<file path="config.mk">
export PLATFORM = sky130hd
export DESIGN_NAME = sorted_priority_table_core
export DESIGN_NICKNAME = d
export VERILOG_FILES = /design/src/hdl/spt_pkg.sv /design/src/hdl/spt_front.sv /design/src/hdl/spt_queue.sv /design/src/hdl/spt_back.sv /design/src/hdl/sorted_priority_table_core.sv
export SDC_FILE = /design/constraint.sdc
export NUM_CORES = 1
export LEC_CHECK = 0
export BUFFER_PORTS_ARGS = -buffer_cell sky130_fd_sc_hd__buf_2
export CORE_ASPECT_RATIO = 0.8
export CORE_MARGIN = 3
export CORE_UTILIZATION = 50
export CTS_BUF_LIST = sky130_fd_sc_hd__clkbuf_2 sky130_fd_sc_hd__clkbuf_4 sky130_fd_sc_hd__clkbuf_8
export DETAILED_ROUTE_END_ITERATION = 8
export GPL_ROUTABILITY_DRIVEN = 0
export PLACE_DENSITY = 0.74
export SYNTH_ARGS = -nofsm -noshare
export SYNTH_HDL_FRONTEND = slang
export SYNTH_SLANG_ARGS = --single-unit
</file>
<file path="constraint.sdc">
create_clock -name clk -period 5.5 [get_ports clk]
set_input_delay 0 -clock clk [delete_from_list [all_inputs] [get_ports clk]]
set_output_delay 0 -clock clk [all_outputs]
set_load 0.01 [all_outputs]
</file>
<file path="src/hdl/spt_pkg.sv">
// ---------------------------------------------------------------------------
// Sorted priority table package
// Shared word types and status codes for the sorted priority table core.
// ---------------------------------------------------------------------------
`timescale 1ns / 1ps
`default_nettype none

package spt_pkg;

  // Default table depth and stored priority width.
  localparam int DEPTH_DEF     = 6;
  localparam int PRIO_BITS_DEF = 16;

  // Status reported with every slot of a request.
  typedef enum logic [2:0] {
    ST_INSERTED = 3'd0,
    ST_REPLACED = 3'd1,
    ST_DELETED  = 3'd2,
    ST_MISSED   = 3'd3,
    ST_FULL     = 3'd4,
    ST_SAME     = 3'd5
  } status_t;

  // Request word as it arrives on the input port.
  typedef struct packed {
    logic [15:0] priority_req;
    logic [7:0]  value;
  } in_word_t;

  // One slot of the table report.
  typedef struct packed {
    logic [2:0] slot_index;
    logic [7:0] slot_value;
    logic       last_slot;
    status_t    status;
  } out_word_t;

  // Classified request as it waits between the front and the back end.
  typedef struct packed {
    logic [15:0] prio;
    logic [7:0]  value;
    logic        is_del;
  } item_t;

  // Handshake between the request queue and its neighbors.
  typedef struct packed {
    logic full;
    logic empty;
  } q_stat_t;

endpackage

`default_nettype wire

</file>
<file path="src/hdl/spt_front.sv">
// ---------------------------------------------------------------------------
// Sorted priority table front end
// Takes request words, masks the priority and marks deletes.
// ---------------------------------------------------------------------------
`timescale 1ns / 1ps
`default_nettype none

module spt_front #(
  parameter int PRIO_BITS = spt_pkg::PRIO_BITS_DEF
) (
  input  wire logic              clk,
  input  wire logic              rst_n,
  input  wire logic              start,
  output logic                   busy,
  input  wire spt_pkg::in_word_t in_word,
  input  wire spt_pkg::q_stat_t  q_stat,
  output logic                   push,
  output spt_pkg::item_t         push_item
);

  // Priority bits that the table keeps.
  localparam logic [15:0] PRIO_MASK =
    (PRIO_BITS >= 16) ? 16'hFFFF : 16'((1 << PRIO_BITS) - 1);

  logic           hold_r, hold_nxt;
  spt_pkg::item_t item_r;
  logic           accept;

  // A held word leaves as soon as the queue has room.
  assign push      = hold_r && !q_stat.full;
  assign busy      = hold_r && q_stat.full;
  assign accept    = start && !busy;
  assign push_item = item_r;
  assign hold_nxt  = accept || (hold_r && !push);

  always_ff @(posedge clk) begin
    if (!rst_n) begin
      hold_r <= 1'b0;
    end else begin
      hold_r <= hold_nxt;
    end
  end

  // Classify the word as it is taken.
  always_ff @(posedge clk) begin
    if (accept) begin
      item_r.prio   <= in_word.priority_req & PRIO_MASK;
      item_r.value  <= in_word.value;
      item_r.is_del <= ((in_word.priority_req & PRIO_MASK) == 16'd0);
    end
  end

endmodule

`default_nettype wire

</file>
<file path="src/hdl/spt_queue.sv">
// ---------------------------------------------------------------------------
// Sorted priority table request queue
// Two-entry queue that lets the front and the back end stall separately.
// ---------------------------------------------------------------------------
`timescale 1ns / 1ps
`default_nettype none

module spt_queue (
  input  wire logic           clk,
  input  wire logic           rst_n,
  input  wire logic           push,
  input  wire spt_pkg::item_t push_item,
  input  wire logic           pop,
  output spt_pkg::item_t      pop_item,
  output spt_pkg::q_stat_t    q_stat
);

  spt_pkg::item_t ent_r [2];
  logic           wr_ptr_r, rd_ptr_r;
  logic [1:0]     cnt_r;

  assign q_stat.full  = (cnt_r == 2'd2);
  assign q_stat.empty = (cnt_r == 2'd0);
  assign pop_item     = ent_r[rd_ptr_r];

  // Pointers and fill level.
  always_ff @(posedge clk) begin
    if (!rst_n) begin
      wr_ptr_r <= 1'b0;
      rd_ptr_r <= 1'b0;
      cnt_r    <= 2'd0;
    end else begin
      if (push) begin
        wr_ptr_r <= !wr_ptr_r;
      end
      if (pop) begin
        rd_ptr_r <= !rd_ptr_r;
      end
      cnt_r <= cnt_r + {1'b0, push} - {1'b0, pop};
    end
  end

  // Entry storage.
  always_ff @(posedge clk) begin
    if (push) begin
      ent_r[wr_ptr_r] <= push_item;
    end
  end

endmodule

`default_nettype wire

</file>
<file path="src/hdl/spt_back.sv">
// ---------------------------------------------------------------------------
// Sorted priority table back end
// Row of table cells, the request sequencer and the slot readout shifter.
// ---------------------------------------------------------------------------
`timescale 1ns / 1ps
`default_nettype none

module spt_back #(
  parameter int DEPTH     = spt_pkg::DEPTH_DEF,
  parameter int PRIO_BITS = spt_pkg::PRIO_BITS_DEF
) (
  input  wire logic             clk,
  input  wire logic             rst_n,
  input  wire spt_pkg::q_stat_t q_stat,
  input  wire spt_pkg::item_t   pop_item,
  output logic                  pop,
  output logic                  out_valid,
  output spt_pkg::out_word_t    out_word
);

  localparam int IW = $clog2(DEPTH);

  typedef enum logic [1:0] {
    S_IDLE,
    S_SRCH,
    S_UPD,
    S_EMIT
  } state_t;

  state_t                state_r;
  spt_pkg::item_t        cur_r;
  logic [DEPTH-1:0]      eqv_r, eqp_r, gtp_r;
  spt_pkg::status_t      status_r, status_nxt;
  logic [IW-1:0]         cnt_r;
  logic [2:0]            slot_r;
  logic [7:0]            emit_r [DEPTH];

  // Table cells, kept sorted by falling priority; empty cells hold zero.
  logic [PRIO_BITS-1:0]  prio_r   [DEPTH];
  logic [7:0]            val_r    [DEPTH];
  logic [DEPTH-1:0]      vld_r;
  logic [PRIO_BITS-1:0]  prio_nxt [DEPTH];
  logic [7:0]            val_nxt  [DEPTH];
  logic [DEPTH-1:0]      vld_nxt;

  logic [PRIO_BITS-1:0]  cur_prio;
  logic [DEPTH-1:0]      eqv_c, eqp_c, gtp_c;
  logic [DEPTH-1:0]      fv, ge, ins;
  logic                  hv_any, hp_any;
  logic                  do_drop, do_set, do_ins;
  logic                  last_c;
  logic [7:0]            base_val [DEPTH];
  logic [PRIO_BITS-1:0]  up_prio  [DEPTH];
  logic [7:0]            up_val   [DEPTH];
  logic [PRIO_BITS-1:0]  dn_prio  [DEPTH];
  logic [7:0]            dn_val   [DEPTH];
  logic [DEPTH-1:0]      up_vld, dn_vld;

  assign cur_prio = PRIO_BITS'(cur_r.prio);
  assign last_c   = (cnt_r == IW'(DEPTH - 1));
  assign pop      = ((state_r == S_IDLE) || ((state_r == S_EMIT) && last_c)) &&
                    !q_stat.empty;

  // Every cell compares its own entry with the request.
  always_comb begin
    for (int i = 0; i < DEPTH; i++) begin
      eqv_c[i] = vld_r[i] && (val_r[i] == cur_r.value);
      eqp_c[i] = vld_r[i] && (prio_r[i] == cur_prio);
      gtp_c[i] = vld_r[i] && (prio_r[i] > cur_prio);
    end
  end

  // Pick the operation from the registered match vectors.
  always_comb begin
    fv     = eqv_r & (~eqv_r + DEPTH'(1));
    hv_any = |eqv_r;
    hp_any = |eqp_r;
    ge     = hv_any ? ~(fv - DEPTH'(1)) : '0;
    for (int i = 0; i < DEPTH; i++) begin
      ins[i] = !gtp_r[i] && ((i == 0) || gtp_r[(i == 0) ? 0 : i - 1]);
    end
    do_drop    = 1'b0;
    do_set     = 1'b0;
    do_ins     = 1'b0;
    status_nxt = spt_pkg::ST_MISSED;
    if (cur_r.is_del) begin
      do_drop    = hv_any;
      status_nxt = hv_any ? spt_pkg::ST_DELETED : spt_pkg::ST_MISSED;
    end else if (hp_any) begin
      if (fv == eqp_r) begin
        status_nxt = spt_pkg::ST_SAME;
      end else begin
        do_set     = 1'b1;
        do_drop    = hv_any;
        status_nxt = spt_pkg::ST_REPLACED;
      end
    end else if (!vld_r[DEPTH-1]) begin
      do_ins     = 1'b1;
      status_nxt = spt_pkg::ST_INSERTED;
    end else begin
      status_nxt = spt_pkg::ST_FULL;
    end
  end

  // Neighbor views of the row for shifting up and down.
  always_comb begin
    for (int i = 0; i < DEPTH; i++) begin
      base_val[i] = (do_set && eqp_r[i]) ? cur_r.value : val_r[i];
    end
    for (int i = 0; i < DEPTH - 1; i++) begin
      up_prio[i]   = prio_r[i+1];
      up_val[i]    = base_val[i+1];
      up_vld[i]    = vld_r[i+1];
      dn_prio[i+1] = prio_r[i];
      dn_val[i+1]  = base_val[i];
      dn_vld[i+1]  = vld_r[i];
    end
    up_prio[DEPTH-1] = '0;
    up_val[DEPTH-1]  = '0;
    up_vld[DEPTH-1]  = 1'b0;
    dn_prio[0]       = '0;
    dn_val[0]        = '0;
    dn_vld[0]        = 1'b0;
  end

  // Next contents of each cell.
  always_comb begin
    for (int i = 0; i < DEPTH; i++) begin
      prio_nxt[i] = prio_r[i];
      val_nxt[i]  = base_val[i];
      vld_nxt[i]  = vld_r[i];
      if (do_drop && ge[i]) begin
        prio_nxt[i] = up_prio[i];
        val_nxt[i]  = up_val[i];
        vld_nxt[i]  = up_vld[i];
      end else if (do_ins && ins[i]) begin
        prio_nxt[i] = cur_prio;
        val_nxt[i]  = cur_r.value;
        vld_nxt[i]  = 1'b1;
      end else if (do_ins && !gtp_r[i]) begin
        prio_nxt[i] = dn_prio[i];
        val_nxt[i]  = dn_val[i];
        vld_nxt[i]  = dn_vld[i];
      end
    end
  end

  // Cell row, written once per request.
  always_ff @(posedge clk) begin
    if (!rst_n) begin
      vld_r <= '0;
      for (int i = 0; i < DEPTH; i++) begin
        prio_r[i] <= '0;
        val_r[i]  <= '0;
      end
    end else if (state_r == S_UPD) begin
      vld_r <= vld_nxt;
      for (int i = 0; i < DEPTH; i++) begin
        prio_r[i] <= prio_nxt[i];
        val_r[i]  <= val_nxt[i];
      end
    end
  end

  // Readout shifter: loaded with the new table, slot 0 leaves first.
  always_ff @(posedge clk) begin
    if (state_r == S_UPD) begin
      for (int i = 0; i < DEPTH; i++) begin
        emit_r[i] <= val_nxt[i];
      end
    end else if (state_r == S_EMIT) begin
      for (int i = 0; i < DEPTH - 1; i++) begin
        emit_r[i] <= emit_r[i+1];
      end
      emit_r[DEPTH-1] <= '0;
    end
  end

  // Sequencer: search, update, then one slot word per cycle.
  always_ff @(posedge clk) begin
    if (!rst_n) begin
      state_r  <= S_IDLE;
      cnt_r    <= '0;
      slot_r   <= '0;
      status_r <= spt_pkg::ST_INSERTED;
    end else begin
      case (state_r)
        S_IDLE: begin
          if (!q_stat.empty) begin
            cur_r   <= pop_item;
            state_r <= S_SRCH;
          end
        end
        S_SRCH: begin
          eqv_r   <= eqv_c;
          eqp_r   <= eqp_c;
          gtp_r   <= gtp_c;
          state_r <= S_UPD;
        end
        S_UPD: begin
          status_r <= status_nxt;
          cnt_r    <= '0;
          slot_r   <= '0;
          state_r  <= S_EMIT;
        end
        S_EMIT: begin
          cnt_r  <= cnt_r + IW'(1);
          slot_r <= slot_r + 3'd1;
          if (last_c) begin
            if (!q_stat.empty) begin
              cur_r   <= pop_item;
              state_r <= S_SRCH;
            end else begin
              state_r <= S_IDLE;
            end
          end
        end
        default: begin
          state_r <= S_IDLE;
        end
      endcase
    end
  end

  // Result word straight from registers.
  assign out_valid           = (state_r == S_EMIT);
  assign out_word.slot_index = slot_r;
  assign out_word.slot_value = emit_r[0];
  assign out_word.last_slot  = last_c;
  assign out_word.status     = status_r;

endmodule

`default_nettype wire

</file>
<file path="src/hdl/sorted_priority_table_core.sv">
// ---------------------------------------------------------------------------
// Sorted priority table core
// Sorted (priority, value) table with insert, replace and delete requests.
// ---------------------------------------------------------------------------
// A request word is taken at a rising edge with start high and busy low.
// Each request produces DEPTH result words, slot 0 first, one per cycle
// with out_valid high, all carrying the request's status; results cannot be
// held off, so the receiver must take every word as it appears. The back end
// handles each request in a search step over the cell row, an update step
// and then serial slot readout, and this readout sets the sustained rate.
// A holding register and a two-entry queue let further requests be taken
// while a report is still going out; busy rises only when both are full.
// The table is empty after reset with no clearing pass.
// ---------------------------------------------------------------------------
`timescale 1ns / 1ps
`default_nettype none

module sorted_priority_table_core #(
  parameter int DEPTH     = spt_pkg::DEPTH_DEF,
  parameter int PRIO_BITS = spt_pkg::PRIO_BITS_DEF
) (
  input  wire logic               clk,
  input  wire logic               rst_n,
  input  wire logic               start,
  output logic                    busy,
  input  wire spt_pkg::in_word_t  in_word,
  output logic                    out_valid,
  output spt_pkg::out_word_t      out_word
);

  spt_pkg::q_stat_t q_stat;
  spt_pkg::item_t   push_item, pop_item;
  logic             push, pop;

  // Accept and classify requests.
  spt_front #(
    .PRIO_BITS (PRIO_BITS)
  ) u_front (
    .clk       (clk),
    .rst_n     (rst_n),
    .start     (start),
    .busy      (busy),
    .in_word   (in_word),
    .q_stat    (q_stat),
    .push      (push),
    .push_item (push_item)
  );

  // Decoupling queue.
  spt_queue u_queue (
    .clk       (clk),
    .rst_n     (rst_n),
    .push      (push),
    .push_item (push_item),
    .pop       (pop),
    .pop_item  (pop_item),
    .q_stat    (q_stat)
  );

  // Table update and readout.
  spt_back #(
    .DEPTH     (DEPTH),
    .PRIO_BITS (PRIO_BITS)
  ) u_back (
    .clk       (clk),
    .rst_n     (rst_n),
    .q_stat    (q_stat),
    .pop_item  (pop_item),
    .pop       (pop),
    .out_valid (out_valid),
    .out_word  (out_word)
  );

endmodule

`default_nettype wire

</file>
==> results of run 1 <==
[power breakdown]
group | internal, mW | switching, mW | leakage (nW) | total [mW]
registers | 3.46 | 0.522 | 3.23 | 3.98
logic | 0.899 | 1.58 | 3.73 | 2.48
clock network | 1.07 | 0.987 | 0.529 | 2.05
total | 5.42 | 3.09 | 7.50 | 8.51
[flip-flops by register name, indices dropped and copies added, names as in the netlist, 9 cells and up, named ones only]
name               count
u_back.val_r          48
u_back.cur_r           9
u_back.cur_prio       16
u_back.prio_r         96
u_back.emit_r         48
u_front.push_item     25
u_queue.ent_r         50
[cell usage after synthesis, types with 6 or more instances]
cell / instances
buf_2: 12
mux2i_1: 25
a21o_1: 28
o221ai_1: 15
nand2b_1: 13
o21ai_1: 6
nor3_1: 65
xor2_1: 10
a311oi_1: 24
nor2b_1: 10
o21ai_0: 52
edfxtp_1: 310
xnor2_1: 43
o31ai_1: 15
o21a_1: 17
nor2_1: 245
nand2_1: 156
a211oi_1: 63
and3_1: 12
dfxtp_1: 23
buf_4: 17
ha_1: 106
nor4_1: 44
buf_1: 13
o22ai_1: 6
mux2_2: 39
nand4_1: 30
o41ai_1: 10
o211ai_1: 9
clkbuf_1: 63
and2_1: 11
a21oi_1: 96
a22oi_1: 11
inv_1: 53
nand3_1: 18
[stage by stage]
step / instance area, µm² / power (mW) / hold slack [ns] / setup slack, ns / utilization, %
after floorplan: 18700 / 5.58 / 0.0989 / 1.69 / -
after global placement: 19300 / 6.30 / 0.177 / 1.46 / 53.0
after detailed placement: 19300 / 6.39 / 0.180 / 1.24 / 53.0
after CTS: 20500 / 8.44 / 0.0621 / 1.22 / 56.4
after global routing: 20500 / 8.94 / 0.0804 / 0.734 / 56.4
final: 20500 / 8.51 / 0.110 / 1.02 / 56.4
[worst max-delay path, cell delays in order (launching register included)]
cell,delay [ns]
edfxtp_1,0.59
nor4_1,0.59
nand4b_1,0.21
a32oi_1,1.05
buf_4,0.35
a211o_1,0.70
nand2_1,0.35
o221ai_1,0.29
o31ai_1,0.09
[cell families (layout without fill, tap and decap cells)]
logic type               Yosys count  after routing  synth area share, %
flip-flops                       333            333                 52.2
AND/OR/NAND/NOR                  632            632                 15.6
adder cells (fa/ha/maj)          106            106                 7.08
buffers and inverters            165            244                 3.89
multiplexers                      64             64                 3.68
AO/OA/AOI/OAI                    407            407                 15.1
XOR/XNOR                          53             53                 2.48
[cell usage in the layout (no fill, tap or decap), types with 6 or more instances in the layout]
master           n
edfxtp_1       310
nor2_1         244
nand2_1        154
ha_1           105
a21oi_1         96
nor3_1          64
a211oi_1        62
inv_1           52
clkbuf_8        52
o21ai_0         51
nor4_1          43
xnor2_1         43
buf_2           43
mux2_2          39
nand4_1         30
a21o_1          28
buf_4           28
dlygate4sd3_1   26
mux2i_1         25
a311oi_1        23
dfxtp_1         23
clkbuf_4        20
nand3_1         18
o21a_1          17
o31ai_1         15
clkinv_1        15
o221ai_1        15
nand2b_1        13
and3_1          12
and2_1          11
a22oi_1         11
o41ai_1         10
xor2_1          10
nor2b_1          9
o211ai_1         9
o21ai_1          7
o22ai_1          6
[per-layer routing]
metal,GRT usage (%),wire [µm],vias to the layer above
met4,7.70,1270,0
met1,37.9,21900,7122
met3,7.73,7420,126
met2,38.5,22000,1011
li1,-,-,6736
met5,0,0,-
[area by class of cell]
type | count | area [µm²] | share of cell area [%]
clock buffer | 72 | 866 | 4.22
clock inverter | 20 | 126 | 0.615
inverter | 55 | 206 | 1.01
multi-input combinational | 1262 | 8280 | 40.3
sequential | 333 | 9770 | 47.6
tap | 480 | 601 | 2.92
timing repair buffer | 97 | 686 | 3.34
[path summary, 6_finish.rpt]
check | endpoint | from | cells after the start | slack [ns]
setup / recovery | u_back.emit_r[0][18] | u_back.eqv_r[0] | 8 | 1.02
hold / removal | u_front.push_item[3] | in_word[2] | 2 | 0.11
setup reg to reg | u_back.emit_r[0][18] | u_back.eqv_r[0] | 8 | 1.02
hold reg to reg | u_queue.ent_r[0][21] | u_front.push_item[21] | 0 | 0.45
[what timing repair did]
item,CTS,global route
hold endpoints to repair,30,0
hold buffers,26,0
resized for setup,0,0
==> run_results.csv, run 1 <==
group,metric,value,unit
outcome,status,"completed",
floorplanning,die_y,179,µm
sta,worst_pin_slew,1.28,ns
global_routing,grt_usage,26.3,%
sta,max_slew_margin,14.6,%
final_layout,finalNetCount,1934,
synthesis,ys_warn_count,0,
clock_tree,root_buffer,"clkbuf_8",
global_routing,grt_overflow,0,
power,cellPowerDensity,414,nW/µm²
synthesis,yosys.cell_types.count,71,
synthesis,yosysTopAreaCellShare,49.7,%
clock_tree,clk_pin_slew,0.07,ns
floorplanning,initial_core_util,51.5,%
sta,finalSetupViolCount,0,
routing,via_per_inst,6.47,
routing,wire_per_inst,22.7,µm
clock_tree,cts_tree,"done",
placement,port_buffers,43,
synthesis,synth-seq-area-share,52.2,%
placement,dp.cells,2201,
critical_path,worst_setup_path_end_kind,"register",
critical_path,crit_type,"register to register",
sta,slew_violations,0,
routing,drt_iter0_drc,1920,
final_layout,fill_cells,2997,
job,cap_viol_max_count,0,
synthesis,ys_top_cells_by_area,"edfxtp_1 50%, ha_1 7.1%, nor2_1 4.9%, nand2_1 3.1%, a21oi_1 2.6%",
floorplanning,ios,44,
routing,firstDrtPassIters,6,
synthesis,syn_inst,1760,
placement,place_hpwl,36800,µm
clock_tree,clkLatencyLatePin,0.62,ns
sta,max_freq,0.223,GHz
power,p_leak,7.50,nW
floorplanning,dieArea,39800,µm²
floorplanning,core,36400,µm²
synthesis,async_flop_share,0,%
synthesis,ys_seq_elements,333,
routing,drt_wl_total,52700,µm
global_routing,first_global_vias,14600,
sta,rsz0062_at_grt,"no",
global_routing,grt_max_degree,80,
power,peakVddDrop,0.000303,V
global_routing,grt_pass1_wl,82500,µm
final_layout,area_growth,9.63,%
clock_tree,cts_setup_buffers,0,
synthesis,syn-num-nets,1893,
hold_path,hold_class,"primary input to register",
global_routing,antenna_found_initial,0,
clock_tree,cts_buffers,52,
synthesis,synth_area_per_cell,10.6,µm²
sta,hold_violations,0,
critical_path,start_kind,"register",
clock_tree,clock_path_buffers,3,
sta,fin_crit_sh,81.4,%
floorplanning,die_w,222,µm
routing,drc,0,
critical_path,worst-path-max-fanout,20,
sta,period_minus_slack,4.48,ns
final_layout,antenna_cells,0,
sta,clock_skew,0.0168,ns
clock_tree,htree_levels,2,
routing,ant_nets,0,
critical_path,arrival,4.83,ns
final_layout,final_cells,2319,
final_layout,drive_gt1_share,11.7,%
synthesis,synth_ff_type,"edfxtp_1",
clock_tree,cts.sinks,333,
floorplanning,rows,62,
sta,setup_tns,0,ns
critical_path,cp.required,5.86,ns
synthesis,synth_edf_count,310,
routing,vias,15000,
synthesis,synth_area_leader_cell,"edfxtp_1",
synthesis,synth_area,18700,µm²
No activity file was read; power rests on OpenSTA's default activity.
==> run 2: changes to the inputs <==
==> constraint.sdc (replaced) <==
create_clock -name clk -period 4.2 [get_ports clk]
set_input_delay 0 -clock clk [delete_from_list [all_inputs] [get_ports clk]]
set_output_delay 0 -clock clk [all_outputs]
set_load 0.01 [all_outputs]
==> run_results.csv, run 2 (synthesized netlist as in run 1, its figures left out) <==
group,metric,value,unit
critical_path,start_kind,"register",
critical_path,crit_type,"register to register",
global_routing,grt_max_degree,73,
clock_tree,cts.sinks,333,
clock_tree,cts_tree,"done",
floorplanning,dieArea,39800,µm²
placement,port_buffers,43,
clock_tree,root_buffer,"clkbuf_8",
clock_tree,cts_setup_buffers,0,
final_layout,drive_gt1_share,12.8,%
global_routing,grt_pass1_wl,79100,µm
critical_path,arrival,4.13,ns
clock_tree,ctsResizeCount,0,
routing,drt_iter0_drc,1968,
power,p_leak,7.62,nW
critical_path,worst_setup_path_end_kind,"register",
final_layout,postLayoutCoreUtil,57.1,%
sta,period_minus_slack,3.89,ns
sta,hold_violations,0,
placement,dpl_cell_area,19400,µm²
sta,setup_ws,0.308,ns
sta,worst_pin_slew,1.26,ns
sta,clock_skew,0.0241,ns
sta,finalSetupViolCount,0,
power,finalPower,11.2,mW
floorplanning,initial_core_util,51.5,%
power,switching_share,35.6,%
floorplanning,ios,44,
floorplanning,rows,62,
power,internal-power,7.24,mW
final_layout,largest_register_ffs,96,
global_routing,grt_usage,25.0,%
job,cap_viol_max_count,0,
power,pwr-share-seq,45.9,%
global_routing,grt_overflow,0,
placement,pre_cts_slack,0.560,ns
hold_path,hold_class,"primary input to register",
final_layout,regMostFlops,"u_back.prio_r",
routing,via_per_inst,6.33,
sta,max_slew_margin,16.1,%
clock_tree,cts_buffers,53,
clock_tree,htree_levels,2,
sta,max_freq,0.257,GHz
routing,vias,14800,
global_routing,antenna_found_initial,0,
global_routing,first_global_vias,14100,
routing,drt_wl_total,50400,µm
final_layout,finalNetCount,1953,
power,switchingPower,4.00,mW
sta,whs,0.0929,ns
floorplanning,die_y,179,µm
placement,place_hpwl,36400,µm
outcome,status,"completed",
critical_path,cp.required,4.43,ns
final_layout,area_growth,10.8,%
final_layout,top_regs,"u_back.prio_r: 96 flops, u_queue.ent_r: 50 flops",
routing,ant_nets,0,
routing,firstDrtPassIters,8,
clock_tree,clk_pin_slew,0.06,ns
placement,dp.cells,2219,
sta,setup_tns,0,ns
critical_path,worst-path-max-fanout,18,
sta,rsz0062_at_grt,"no",
floorplanning,core,36400,µm²
final_layout,design_area,20800,µm²
sta,slew_violations,0,
power,peakVddDrop,0.000371,V
floorplanning,die_w,222,µm
final_layout,final_cells,2345,
final_layout,fill_cells,2926,
sta,fin_crit_sh,92.7,%
routing,wire_per_inst,21.5,µm
final_layout,layout_common_cells,"310 x edfxtp_1, 244 x nor2_1, 154 x nand2_1",
final_layout,layout_commonest_cell,"edfxtp_1",
power,power_frac_comb,29.1,%
clock_tree,clkLatencyLatePin,0.62,ns
routing,drc,0,
power,clockPowerShare,25.0,%
power,cellPowerDensity,542,nW/µm²
clock_tree,clock_path_buffers,3,
run 2: cell count changes in the layout (fill, tap and decap cells not counted), sizes merged:
cell / previous run / this run
buf: 71 / 89
clkinv: 20 / 24
bufinv: 1 / 2
clkbuf: 72 / 73
diode: 0 / 1
inv: 54 / 55
run 2: metal layers:
| metal | vias to the layer above | track usage, % | wire length [µm] |
|---|---|---|---|
| met5 | - | 0 | 0 |
| li1 | 6782 | - | - |
| met4 | 0 | 7.60 | 1500 |
| met2 | 909 | 36.7 | 20800 |
| met1 | 7012 | 36.8 | 21700 |
| met3 | 146 | 6.06 | 6370 |
run 2: area by class of cell:
type                       instances  area, µm²  area share [%]
sequential                       333       9770            47.1
clock buffer                      73        892            4.30
tap                              480        601            2.89
multi-input combinational       1262       8280            39.9
clock inverter                    26        173           0.832
antenna                            1       2.50          0.0121
timing repair buffer             115        833            4.01
inverter                          55        206           0.995
run 2: timing repair:
action | 4_1_cts | 5_1_grt
hold buffers | 26 | 0
hold endpoints to repair | 30 | 0
setup endpoints to repair | 0 | 0
run 2: power by group through the flow:
stage | Combinational (mW) | Clock (mW) | Sequential [mW]
after floorplan | 2.41 | 0 | 4.90
after global placement | 3.06 | 0 | 5.16
after detailed placement | 3.18 | 0 | 5.18
after CTS | 3.22 | 2.84 | 5.12
after global routing | 3.61 | 2.98 | 5.21
final | 3.27 | 2.81 | 5.16
run 2: worst paths after layout:
path / from / endpoint / slack [ns] / depth (start not counted)
setup reg to reg: u_back.eqv_r[1] / u_back.prio_r[0][26] / 0.31 / 7
hold reg to reg: u_front.push_item[0] / u_queue.ent_r[0][0] / 0.44 / 0
setup / recovery: u_back.eqv_r[1] / u_back.prio_r[0][26] / 0.31 / 7
hold / removal: in_word[6] / u_front.push_item[7] / 0.09 / 2
run 2: worst max-delay path: stages, from the launching register on:
cell,delay (ns)
edfxtp_1,0.48
or3_1,0.50
o21ai_1,0.22
a32oi_1,0.32
buf_12,0.26
a21oi_1,0.84
o21ai_0,0.34
nand2_1,0.56
